## config.mk

```make
export PLATFORM = sky130hd
export DESIGN_NAME = lfu_cache_table_core_flat
export DESIGN_NICKNAME = d
export VERILOG_FILES = /design/src/hdl/lfu_pkg.sv /design/src/hdl/lfu_req_if.sv /design/src/hdl/lfu_rsp_if.sv /design/src/hdl/lfu_cfg_if.sv /design/src/hdl/lfu_scan_unit.sv /design/src/hdl/lfu_cache_table_core.sv /design/src/flat_wrapper.sv
export SDC_FILE = /design/constraint.sdc
export NUM_CORES = 2
export LEC_CHECK = 0
export BUFFER_PORTS_ARGS = -buffer_cell sky130_fd_sc_hd__buf_2
export CAP_MARGIN = 20
export CORE_AREA = 2 2 409 411
export DETAILED_ROUTE_END_ITERATION = 10
export DIE_AREA = 0 0 411 413
export PLACE_DENSITY_LB_ADDON = 0.15
export SLEW_MARGIN = 20
export SYNTH_ARGS = -nofsm -noshare
export SYNTH_HDL_FRONTEND = slang
export SYNTH_SLANG_ARGS = --single-unit
```

## constraint.sdc

```tcl
create_clock -name clk -period 7.5 [get_ports clk]
set_clock_uncertainty 0.15 [all_clocks]
set_input_delay 1.875 -clock clk [delete_from_list [all_inputs] [get_ports clk]]
set_output_delay 1.875 -clock clk [all_outputs]
set_load 0.01 [all_outputs]
```

## src/hdl/lfu_pkg.sv

```systemverilog
`timescale 1ns / 1ps

package lfu_pkg;

  // Fixed field widths of the request, response and configuration beats, and of the access stamps.
  localparam int KEY_W  = 32;
  localparam int DATA_W = 32;
  localparam int CFG_W  = 5;
  localparam int STAMP_W = 32;

  // Reset value of the capacity register.
  localparam logic [CFG_W-1:0] CFG_RESET = 5'd16;

  // Data returned on a get that misses and on any put.
  localparam logic [DATA_W-1:0] MISS_DATA = '1;
  localparam logic [DATA_W-1:0] PUT_DATA  = '0;

  typedef enum logic [0:0] {
    OP_GET = 1'b0,
    OP_PUT = 1'b1
  } op_t;

  typedef enum logic [2:0] {
    ST_IDLE,
    ST_SCAN,
    ST_DRAIN,
    ST_UPDATE,
    ST_FINISH
  } state_t;

  // Findings of one pass over the table.
  typedef struct packed {
    logic hit;
    logic victim;
    logic free;
  } scan_flags_t;

endpackage

```

## src/hdl/lfu_req_if.sv

```systemverilog
`timescale 1ns / 1ps

interface lfu_req_if;
  logic                             valid;
  logic                             ready;
  lfu_pkg::op_t                     op;
  logic signed [lfu_pkg::KEY_W-1:0]  key;
  logic signed [lfu_pkg::DATA_W-1:0] data_in;

  modport source (output valid, op, key, data_in, input ready);
  modport sink (input valid, op, key, data_in, output ready);
endinterface

```

## src/hdl/lfu_rsp_if.sv

```systemverilog
`timescale 1ns / 1ps

interface lfu_rsp_if;
  logic                              valid;
  logic                              ready;
  logic                              hit;
  logic signed [lfu_pkg::DATA_W-1:0] data_out;
  logic                              evicted;

  modport source (output valid, hit, data_out, evicted, input ready);
  modport sink (input valid, hit, data_out, evicted, output ready);
endinterface

```

## src/hdl/lfu_cfg_if.sv

```systemverilog
`timescale 1ns / 1ps

interface lfu_cfg_if;
  logic                      valid;
  logic                      ready;
  logic [lfu_pkg::CFG_W-1:0] data;

  modport source (output valid, data, input ready);
  modport sink (input valid, data, output ready);
endinterface

```

## src/hdl/lfu_scan_unit.sv

```systemverilog
`timescale 1ns / 1ps

// Compares one table entry per beat against the lookup key and keeps the
// running hit, eviction candidate and first free slot of the pass.
module lfu_scan_unit #(
  parameter int IDX_W = 4,
  parameter int CNT_W = 16
) (
  input  logic                          clk,
  input  logic                          clr,
  input  logic                          beat,
  input  logic                          ent_valid,
  input  logic [IDX_W-1:0]              ent_idx,
  input  logic [lfu_pkg::KEY_W-1:0]     ent_key,
  input  logic [CNT_W-1:0]              ent_count,
  input  logic [lfu_pkg::STAMP_W-1:0]   ent_stamp,
  input  logic [lfu_pkg::KEY_W-1:0]     look_key,
  input  logic [lfu_pkg::STAMP_W-1:0]   now_clock,
  output lfu_pkg::scan_flags_t          flags,
  output logic [IDX_W-1:0]              hit_idx,
  output logic [CNT_W-1:0]              hit_count,
  output logic [IDX_W-1:0]              victim_idx,
  output logic [IDX_W-1:0]              free_idx
);

  logic [CNT_W-1:0]            victim_count;
  logic [lfu_pkg::STAMP_W-1:0] victim_age;
  logic [lfu_pkg::STAMP_W-1:0] age;
  logic                        better;

  // Age modulo 2^32 keeps the recency order correct across clock wrap.
  assign age    = now_clock - ent_stamp;
  assign better = !flags.victim || (ent_count < victim_count) ||
                  ((ent_count == victim_count) && (age > victim_age));

  always_ff @(posedge clk) begin
    if (clr) begin
      flags <= '0;
    end else if (beat) begin
      if (ent_valid) begin
        if (!flags.hit && (ent_key == look_key)) begin
          flags.hit <= 1'b1;
          hit_idx   <= ent_idx;
          hit_count <= ent_count;
        end
        if (better) begin
          flags.victim <= 1'b1;
          victim_idx   <= ent_idx;
          victim_count <= ent_count;
          victim_age   <= age;
        end
      end else if (!flags.free) begin
        flags.free <= 1'b1;
        free_idx   <= ent_idx;
      end
    end
  end

endmodule

```

## src/hdl/lfu_cache_table_core.sv

```systemverilog
`timescale 1ns / 1ps

// Sequence: idle latches a request, scan sweeps the entry memories one entry per
//   cycle with one compare unit, then drain, update and finish; finish waits for
//   a free response register. A new request is taken only back in idle.
// Reset: rst is synchronous, clears every valid bit, the access clock, the
//   occupancy count and the handshakes, and sets the capacity register to 16.
module lfu_cache_table_core #(
  parameter int MAX_ENTRIES = 16,
  parameter int COUNT_WIDTH = 16
) (
  input  logic       clk,
  input  logic       rst,
  lfu_req_if.sink    req,
  lfu_rsp_if.source  rsp,
  lfu_cfg_if.sink    cfg
);

  localparam int IDX_W = (MAX_ENTRIES > 1) ? $clog2(MAX_ENTRIES) : 1;
  localparam int OCC_W = $clog2(MAX_ENTRIES + 1);
  localparam int CAP_W = (OCC_W > lfu_pkg::CFG_W) ? OCC_W : lfu_pkg::CFG_W;
  localparam logic [IDX_W-1:0] LAST_IDX = IDX_W'(MAX_ENTRIES - 1);
  localparam logic [CAP_W-1:0] CAP_MAX = CAP_W'(MAX_ENTRIES);
  localparam logic [COUNT_WIDTH-1:0] COUNT_ONE = COUNT_WIDTH'(1);
  localparam logic [lfu_pkg::STAMP_W-1:0] STAMP_ONE = lfu_pkg::STAMP_W'(1);

  // Control state.
  lfu_pkg::state_t               state;
  lfu_pkg::state_t               state_next;
  logic [lfu_pkg::CFG_W-1:0]     entries_in_use;
  logic [MAX_ENTRIES-1:0]        entry_valid;
  logic [lfu_pkg::STAMP_W-1:0]   access_clock;
  logic [OCC_W-1:0]              occupied;
  logic [IDX_W-1:0]              scan_addr;
  logic                          rd_vld;
  logic                          rsp_vld;

  // Latched request.
  lfu_pkg::op_t                  cur_op;
  logic [lfu_pkg::KEY_W-1:0]     cur_key;
  logic [lfu_pkg::DATA_W-1:0]    cur_data;

  // Entry memories; an entry is only looked at while its valid bit is set.
  logic [lfu_pkg::KEY_W-1:0]     key_mem   [MAX_ENTRIES];
  logic [lfu_pkg::DATA_W-1:0]    value_mem [MAX_ENTRIES];
  logic [COUNT_WIDTH-1:0]        count_mem [MAX_ENTRIES];
  logic [lfu_pkg::STAMP_W-1:0]   stamp_mem [MAX_ENTRIES];

  logic [lfu_pkg::KEY_W-1:0]     rd_key;
  logic [COUNT_WIDTH-1:0]        rd_count;
  logic [lfu_pkg::STAMP_W-1:0]   rd_stamp;
  logic [IDX_W-1:0]              rd_idx;
  logic [lfu_pkg::DATA_W-1:0]    value_rd;

  // Scan results.
  lfu_pkg::scan_flags_t          flags;
  logic [IDX_W-1:0]              hit_idx;
  logic [COUNT_WIDTH-1:0]        hit_count;
  logic [IDX_W-1:0]              victim_idx;
  logic [IDX_W-1:0]              free_idx;

  // Decision made in the update step.
  logic                          res_hit;
  logic                          res_evicted;
  logic [lfu_pkg::DATA_W-1:0]    rsp_data;
  logic                          rsp_hit;
  logic                          rsp_evicted;

  // Combinational control.
  logic                          req_accept;
  logic                          rsp_free;
  logic                          scan_clr;
  logic                          issue;
  logic                          do_update;
  logic                          do_finish;
  logic [CAP_W-1:0]              cap_raw;
  logic [CAP_W-1:0]              capacity;
  logic                          table_full;
  logic                          evict;
  logic                          slot_ok;
  logic [IDX_W-1:0]              slot;
  logic [COUNT_WIDTH-1:0]        bumped_count;
  logic                          mem_we;
  logic                          val_we;
  logic [IDX_W-1:0]              wr_idx;
  logic [COUNT_WIDTH-1:0]        wr_count;
  logic                          clock_step;

  assign cfg.ready  = 1'b1;
  assign req_accept = req.valid && req.ready;
  assign rsp_free   = !rsp_vld || rsp.ready;

  // Capacity register: 0 behaves as 1, anything above the table size as
  // the table size.
  assign cap_raw    = CAP_W'(entries_in_use);
  assign capacity   = (cap_raw == '0) ? CAP_W'(1) :
                      (cap_raw > CAP_MAX) ? CAP_MAX : cap_raw;
  assign table_full = CAP_W'(occupied) >= capacity;

  // A put miss evicts only when the table is at capacity. The new entry
  // takes the lowest free slot, which may be the slot just vacated.
  assign evict = table_full && flags.victim;
  always_comb begin
    if (evict) begin
      slot_ok = 1'b1;
      slot    = (flags.free && (free_idx < victim_idx)) ? free_idx : victim_idx;
    end else begin
      slot_ok = flags.free;
      slot    = free_idx;
    end
  end

  // Use counts stop at their maximum.
  assign bumped_count = (hit_count == '1) ? hit_count : hit_count + COUNT_ONE;

  // Next state.
  always_comb begin
    state_next = state;
    unique case (state)
      lfu_pkg::ST_IDLE: begin
        if (req_accept) begin
          state_next = lfu_pkg::ST_SCAN;
        end
      end
      lfu_pkg::ST_SCAN: begin
        if (scan_addr == LAST_IDX) begin
          state_next = lfu_pkg::ST_DRAIN;
        end
      end
      lfu_pkg::ST_DRAIN: begin
        state_next = lfu_pkg::ST_UPDATE;
      end
      lfu_pkg::ST_UPDATE: begin
        state_next = lfu_pkg::ST_FINISH;
      end
      lfu_pkg::ST_FINISH: begin
        if (rsp_free) begin
          state_next = lfu_pkg::ST_IDLE;
        end
      end
      default: begin
        state_next = lfu_pkg::ST_IDLE;
      end
    endcase
  end

  // State outputs.
  always_comb begin
    req.ready = 1'b0;
    issue     = 1'b0;
    do_update = 1'b0;
    do_finish = 1'b0;
    unique case (state)
      lfu_pkg::ST_IDLE:   req.ready = 1'b1;
      lfu_pkg::ST_SCAN:   issue     = 1'b1;
      lfu_pkg::ST_DRAIN:  ;
      lfu_pkg::ST_UPDATE: do_update = 1'b1;
      lfu_pkg::ST_FINISH: do_finish = rsp_free;
      default:            ;
    endcase
  end

  assign scan_clr = rst || req_accept;

  // Writes of the update step. A hit refreshes the hit entry, a put miss
  // installs a new entry with a count of one; a get miss writes nothing.
  always_comb begin
    mem_we     = 1'b0;
    val_we     = 1'b0;
    wr_idx     = hit_idx;
    wr_count   = bumped_count;
    clock_step = 1'b0;
    if (do_update) begin
      if (flags.hit) begin
        mem_we     = 1'b1;
        val_we     = (cur_op == lfu_pkg::OP_PUT);
        clock_step = 1'b1;
      end else if ((cur_op == lfu_pkg::OP_PUT) && slot_ok) begin
        mem_we     = 1'b1;
        val_we     = 1'b1;
        wr_idx     = slot;
        wr_count   = COUNT_ONE;
        clock_step = 1'b1;
      end
    end
  end

  // Entry memories: one read port swept by the scan, one write port.
  always_ff @(posedge clk) begin
    rd_key   <= key_mem[scan_addr];
    rd_count <= count_mem[scan_addr];
    rd_stamp <= stamp_mem[scan_addr];
    rd_idx   <= scan_addr;
    if (mem_we) begin
      key_mem[wr_idx]   <= cur_key;
      count_mem[wr_idx] <= wr_count;
      stamp_mem[wr_idx] <= access_clock;
    end
  end

  always_ff @(posedge clk) begin
    value_rd <= value_mem[hit_idx];
    if (val_we) begin
      value_mem[wr_idx] <= cur_data;
    end
  end

  lfu_scan_unit #(
    .IDX_W (IDX_W),
    .CNT_W (COUNT_WIDTH)
  ) u_scan (
    .clk        (clk),
    .clr        (scan_clr),
    .beat       (rd_vld),
    .ent_valid  (entry_valid[rd_idx]),
    .ent_idx    (rd_idx),
    .ent_key    (rd_key),
    .ent_count  (rd_count),
    .ent_stamp  (rd_stamp),
    .look_key   (cur_key),
    .now_clock  (access_clock),
    .flags      (flags),
    .hit_idx    (hit_idx),
    .hit_count  (hit_count),
    .victim_idx (victim_idx),
    .free_idx   (free_idx)
  );

  // Control registers.
  always_ff @(posedge clk) begin
    if (rst) begin
      state          <= lfu_pkg::ST_IDLE;
      entries_in_use <= lfu_pkg::CFG_RESET;
      entry_valid    <= '0;
      access_clock   <= '0;
      occupied       <= '0;
      scan_addr      <= '0;
      rd_vld         <= 1'b0;
      rsp_vld        <= 1'b0;
    end else begin
      state  <= state_next;
      rd_vld <= issue;
      if (cfg.valid) begin
        entries_in_use <= cfg.data;
      end
      if (req_accept) begin
        scan_addr <= '0;
      end else if (issue && (scan_addr != LAST_IDX)) begin
        scan_addr <= scan_addr + IDX_W'(1);
      end
      if (clock_step) begin
        access_clock <= access_clock + STAMP_ONE;
      end
      if (do_update && !flags.hit && (cur_op == lfu_pkg::OP_PUT)) begin
        // When the new entry reuses the vacated slot its bit simply stays set.
        if (evict && (slot != victim_idx)) begin
          entry_valid[victim_idx] <= 1'b0;
        end
        if (slot_ok) begin
          entry_valid[slot] <= 1'b1;
        end
        if (slot_ok && !evict) begin
          occupied <= occupied + OCC_W'(1);
        end else if (!slot_ok && evict) begin
          occupied <= occupied - OCC_W'(1);
        end
      end
      if (do_finish) begin
        rsp_vld <= 1'b1;
      end else if (rsp.ready) begin
        rsp_vld <= 1'b0;
      end
    end
  end

  // Payload registers.
  always_ff @(posedge clk) begin
    if (req_accept) begin
      cur_op   <= req.op;
      cur_key  <= req.key;
      cur_data <= req.data_in;
    end
    if (do_update) begin
      res_hit     <= flags.hit;
      res_evicted <= (cur_op == lfu_pkg::OP_PUT) && !flags.hit && evict;
    end
    if (do_finish) begin
      rsp_hit     <= res_hit;
      rsp_evicted <= res_evicted;
      if (cur_op == lfu_pkg::OP_PUT) begin
        rsp_data <= lfu_pkg::PUT_DATA;
      end else if (res_hit) begin
        rsp_data <= value_rd;
      end else begin
        rsp_data <= lfu_pkg::MISS_DATA;
      end
    end
  end

  assign rsp.valid    = rsp_vld;
  assign rsp.hit      = rsp_hit;
  assign rsp.data_out = rsp_data;
  assign rsp.evicted  = rsp_evicted;

  // The occupancy count always agrees with the valid bits.
  assert property (@(posedge clk) disable iff (rst)
    $countones(entry_valid) == occupied)
    else $error("occupancy count differs from number of valid entries");

  // An eviction only ever answers a put that missed.
  assert property (@(posedge clk) disable iff (rst)
    (rsp.valid && rsp.evicted) |-> !rsp.hit)
    else $error("eviction reported together with a hit");

  // The access clock only moves in the update step.
  assert property (@(posedge clk) disable iff (rst)
    (!$past(rst) && !$stable(access_clock)) |-> ($past(state) == lfu_pkg::ST_UPDATE))
    else $error("access clock changed outside the update step");

  // No request is taken while a scan is still in flight.
  assert property (@(posedge clk) disable iff (rst)
    rd_vld |-> !req.ready)
    else $error("request ready during a table scan");

endmodule

```

## src/flat_wrapper.sv

```systemverilog
// flat-port wrapper written by rule: the top's interface ports become plain ports
module lfu_cache_table_core_flat 
#(
  parameter int MAX_ENTRIES = 16,
  parameter int COUNT_WIDTH = 16
)
  (clk, rst, req_valid, req_op, req_key, req_data_in, req_ready, rsp_valid, rsp_hit, rsp_data_out, rsp_evicted, rsp_ready, cfg_valid, cfg_data, cfg_ready);
  lfu_req_if req_i ();
  lfu_rsp_if rsp_i ();
  lfu_cfg_if cfg_i ();
  input  logic clk;
  input  logic rst;
  input wire logic [$bits(req_i.valid)-1:0] req_valid;
  input wire logic [$bits(req_i.op)-1:0] req_op;
  input wire logic [$bits(req_i.key)-1:0] req_key;
  input wire logic [$bits(req_i.data_in)-1:0] req_data_in;
  output wire logic [$bits(req_i.ready)-1:0] req_ready;
  output wire logic [$bits(rsp_i.valid)-1:0] rsp_valid;
  output wire logic [$bits(rsp_i.hit)-1:0] rsp_hit;
  output wire logic [$bits(rsp_i.data_out)-1:0] rsp_data_out;
  output wire logic [$bits(rsp_i.evicted)-1:0] rsp_evicted;
  input wire logic [$bits(rsp_i.ready)-1:0] rsp_ready;
  input wire logic [$bits(cfg_i.valid)-1:0] cfg_valid;
  input wire logic [$bits(cfg_i.data)-1:0] cfg_data;
  output wire logic [$bits(cfg_i.ready)-1:0] cfg_ready;
  assign req_i.valid = req_valid;
  assign req_i.op = req_op;
  assign req_i.key = req_key;
  assign req_i.data_in = req_data_in;
  assign req_ready = req_i.ready;
  assign rsp_valid = rsp_i.valid;
  assign rsp_hit = rsp_i.hit;
  assign rsp_data_out = rsp_i.data_out;
  assign rsp_evicted = rsp_i.evicted;
  assign rsp_i.ready = rsp_ready;
  assign cfg_i.valid = cfg_valid;
  assign cfg_i.data = cfg_data;
  assign cfg_ready = cfg_i.ready;
  lfu_cache_table_core #(.MAX_ENTRIES(MAX_ENTRIES), .COUNT_WIDTH(COUNT_WIDTH)) u_core (.clk(clk), .rst(rst), .req(req_i), .rsp(rsp_i), .cfg(cfg_i));
endmodule
```

==> summary.md <==
## Die
• **Std-Cell Rows** 150
• **die extent in x** 411 um
• **height of the die** 413 um
• **Starting Density** 49.6%
• **top-level I/O count** 112
• **die outline area** 170000 sq um
• **core region area** 166000 sq um

## Place
• **count of input and output buffers** 110
• **last weighted congestion value of the routability-driven placer** 0.831
• **total half-perimeter wirelength after legalization and detailed placement** 92.9 mm

## Power and ir drop
• **switching fraction of total power** 20.6%
• **internal cell power** 20.1 mW
• **Power Density** 271 nW/um^2
• **Net Sw Power** 5.23 mW
• **Sequential Power Share** 52.9%
• **share of power burned in combinational logic** 3.7%
• **clock share of power** 43.4%
• **leakage power of the design** 30.0 nW
• **Worst IR Drop VDD** 0.000248 V

## STA
• **setup repair after global routing missed its margin** false
• **number of failing setup endpoints in the final timing report** 0
• **transition at the pin with the smallest max-transition slack** 1110 ps
• **final count of pins violating max slew** 0
• **fmax** 0.160 GHz
• **Setup TNS** 0 ps
• **share of the clock period used by the worst path** 83.2%
• **headroom to the max-slew limit** 25.9%
• **Hold Fails Final Rpt** 0
• **fin crit period** 6240 ps

## CTS
• **Sink Count** 2155
• **buffer levels on the longest clock path** 3
• **CTS HTree Levels** 4
• **clock-pin transition on the worst setup and hold timing paths** 60 ps
• **clock tree from TritonCTS** built
• **CTS Buf Count** 213
• **Post-CTS Resized** 0
• **root cell of the clock tree** sky130_fd_sc_hd__clkbuf_16
• **clock latency on the worst-skew pair** 860 ps
• **hold buffers post-CTS** 0
• **Setup Fix Bufs, Post-CTS** 0

## Logic synthesis
• **dominant synthesized flop cell** sky130_fd_sc_hd__edfxtp_1
• **post-synth cell types** 66
• **XOR/XNOR Fraction of Synth Area** 1.12%
• **ranking of synthesized cells by area** sky130_fd_sc_hd__edfxtp_1 (72%), sky130_fd_sc_hd__mux4_2 (15%), sky130_fd_sc_hd__dfxtp_1 (4.5%)
• **post-synthesis instance total** 3855
• **Yosys Warn Count** 0
• **multiplexer fraction of the synthesized cell area** 15.6%
• **Mean Syn Cell Area** 21.4 sq um
• **post-synthesis cell type with the largest combined area** sky130_fd_sc_hd__edfxtp_1
• **part of the Yosys area used for sequential elements** 76.4%
• **combined area of all synthesized cells** 82300 sq um
• **share of the synthesized area in compound gates (AO/OA/AOI/OAI)** 1.84%
• **net count of the mapped netlist** 4025
• **area share of the leading cell type in the synthesized netlist** 71.8%
• **FFs w/ async S/R, synth** 0%
• **Synth Register Bits** 2155
• **adder and majority gate portion of the synthesized area** 1.46%
• **Simple-Gate Fraction of Synth Area** 2.24%
• **number of enable flip-flop cells after synthesis** 1969
• **main combinational cell family by area after synthesis** multiplexers

## Worst setup path
• **data required time at the worst endpoint** 7870 ps
• **crit path max fanout** 32
• **data arrival time at the worst-slack endpoint** 6610 ps
• **critical path endpoint category** flip-flop
• **category of the critical setup timing path** reg2reg
• **Critical Path Start Type** flip-flop

## Global route
• **first-pass GRT wire length** 266 mm
• **total congestion overflow after global routing** 0
• **number of global-route vias before repair** 39687
• **pin count of the biggest net entering global routing** 105
• **antenna violations before repair** 0
• **overall global routing resource usage** 21.6%

## Final layout
• **layout filler cell count** 12201
• **post-synthesis to final-layout area growth** 13.8%
• **NumNets Final** 4284
• **top library cells by usage in the layout, fill and taps aside** sky130_fd_sc_hd__edfxtp_1 (1969), sky130_fd_sc_hd__mux4_2 (565), sky130_fd_sc_hd__clkbuf_16 (216)
• **combined area of the multi-input logic cells** 18700 sq um
• **number of diodes** 0
• **most frequent standard cell in the layout excluding fill and tap cells** sky130_fd_sc_hd__edfxtp_1
• **fraction of layout instances using a drive strength above 1** 27.0%
• **register cell area after layout** 62900 sq um
• **post-layout util** 56.4%

## Routing
• **post-route ant nets** 0
• **mean routed wirelength per cell** 27.8 um
• **number of search-and-repair iterations in the first detailed-routing pass** 8
• **DRC violations left** 0
• **DR vias/cell** 5.87
• **number of DRC markers in iteration 0** 4074
• **via count** 38202
• **total detailed-routing wirelength** 181 mm

## Hold path
• **class of the worst hold path** reg2reg

## Outcome
• **outcome** complete, no violations

## Job
• **number of maximum-capacitance violations** 0

[final timing paths]
| path | slack [ps] | depth (start not counted) | from | endpoint |
|---|---|---|---|---|
| max | 1260 | 19 | u_core.access_clock[4]$_SDFFE_PP0P_ | u_core.u_scan.victim_count[12]$_DFFE_PP_ |
| min | 330 | 0 | u_core.rd_count[6]$_DFF_P_ | u_core.u_scan.victim_count[6]$_DFFE_PP_ |
| max reg2reg | 1260 | 19 | u_core.access_clock[4]$_SDFFE_PP0P_ | u_core.u_scan.victim_count[12]$_DFFE_PP_ |
| min reg2reg | 330 | 0 | u_core.rd_count[6]$_DFF_P_ | u_core.u_scan.victim_count[6]$_DFFE_PP_ |
[cells in the mapped netlist, types with 25 or more instances]
master                     count
sky130_fd_sc_hd__nand3_1      29
sky130_fd_sc_hd__edfxtp_1   1969
sky130_fd_sc_hd__xnor2_1      75
sky130_fd_sc_hd__ha_1         93
sky130_fd_sc_hd__nand2_1      74
sky130_fd_sc_hd__buf_1        37
sky130_fd_sc_hd__mux4_2      565
sky130_fd_sc_hd__nand4_1      25
sky130_fd_sc_hd__clkbuf_1    111
sky130_fd_sc_hd__a21o_1       31
sky130_fd_sc_hd__nor2_1      135
sky130_fd_sc_hd__inv_1       136
sky130_fd_sc_hd__dfxtp_1     186
sky130_fd_sc_hd__a21oi_1     109
sky130_fd_sc_hd__o21ai_0      48
sky130_fd_sc_hd__xor2_1       30
[routing by layer]
metal / global-route usage, % / wire (um)
met2: 35.4 / 89500
met1: 30.4 / 78300
met5: 0 / 0
met4: 5.69 / 3760
met3: 3.43 / 9190
[critical path: stages, from the launching register on]
cell,delay [ps]
sky130_fd_sc_hd__dfxtp_1,750
sky130_fd_sc_hd__ha_1,400
sky130_fd_sc_hd__or4_1,540
sky130_fd_sc_hd__o21ai_2,80
sky130_fd_sc_hd__a21oi_2,90
sky130_fd_sc_hd__a31o_4,290
sky130_fd_sc_hd__a21o_1,240
sky130_fd_sc_hd__a221o_1,360
sky130_fd_sc_hd__o41ai_2,250
sky130_fd_sc_hd__xnor2_1,130
sky130_fd_sc_hd__ha_1,330
sky130_fd_sc_hd__nand4_1,100
sky130_fd_sc_hd__nor2_1,170
sky130_fd_sc_hd__nand3_1,120
sky130_fd_sc_hd__nor4_1,380
sky130_fd_sc_hd__o21ai_0,140
sky130_fd_sc_hd__a31oi_1,150
sky130_fd_sc_hd__o21ai_0,160
sky130_fd_sc_hd__a31oi_4,730
sky130_fd_sc_hd__buf_12,300
[registers in the layout, summed over array words and instances, names as in the netlist, 32 cells and up]
signal / cells
u_core.rd_key: 32
u_core.u_scan.victim_age: 32
u_core.rsp.data_out: 32
u_core.count_mem: 256
u_core.rd_stamp: 32
u_core.value_rd: 32
u_core.value_mem: 512
u_core.cur_data: 32
u_core.key_mem: 512
u_core.cur_key: 32
u_core.access_clock: 32
u_core.stamp_mem: 512
[power groups by stage]
| stage | clock, mW | combinational [mW] | sequential [mW] |
|---|---|---|---|
| after floorplan | 0 | 0.709 | 13.6 |
| after global placement | 0 | 0.944 | 13.7 |
| after detailed placement | 0 | 0.947 | 13.7 |
| after CTS | 11.2 | 0.951 | 13.4 |
| after global routing | 11.7 | 1.01 | 13.4 |
| final | 11.0 | 0.926 | 13.4 |
[kinds of logic after synthesis]
group / count (synthesis)
flip-flops: 2155
multiplexers: 579
AND/OR/NAND/NOR: 380
buffers and inverters: 291
AO/OA/AOI/OAI: 249
XOR/XNOR: 105
adder cells (fa/ha/maj): 95
other: 1
[cell type report]
| type | count | area share [%] |
|---|---|---|
| clock inverter | 108 | 1.45 |
| multi-input combinational | 1409 | 19.9 |
| sequential | 2155 | 67.1 |
| timing repair buffer | 199 | 1.57 |
| clock buffer | 294 | 6.43 |
| tap | 2204 | 2.94 |
| inverter | 136 | 0.545 |
[stage by stage]
stage / power (mW) / hold WS [ps] / std cells / worst slack [ps] / area, sq um
floorplan: 14.3 / 179 / 3855 / 331 / 82300
global placement: 14.6 / 303 / 6101 / 1410 / 86200
detailed placement: 14.6 / 294 / 6103 / 1310 / 86300
CTS: 25.6 / 326 / 6505 / 1240 / 93600
global route: 26.1 / 351 / 6505 / 860 / 93600
finish: 25.4 / 326 / 6505 / 1260 / 93600
No activity file was read; power rests on OpenSTA's default activity.
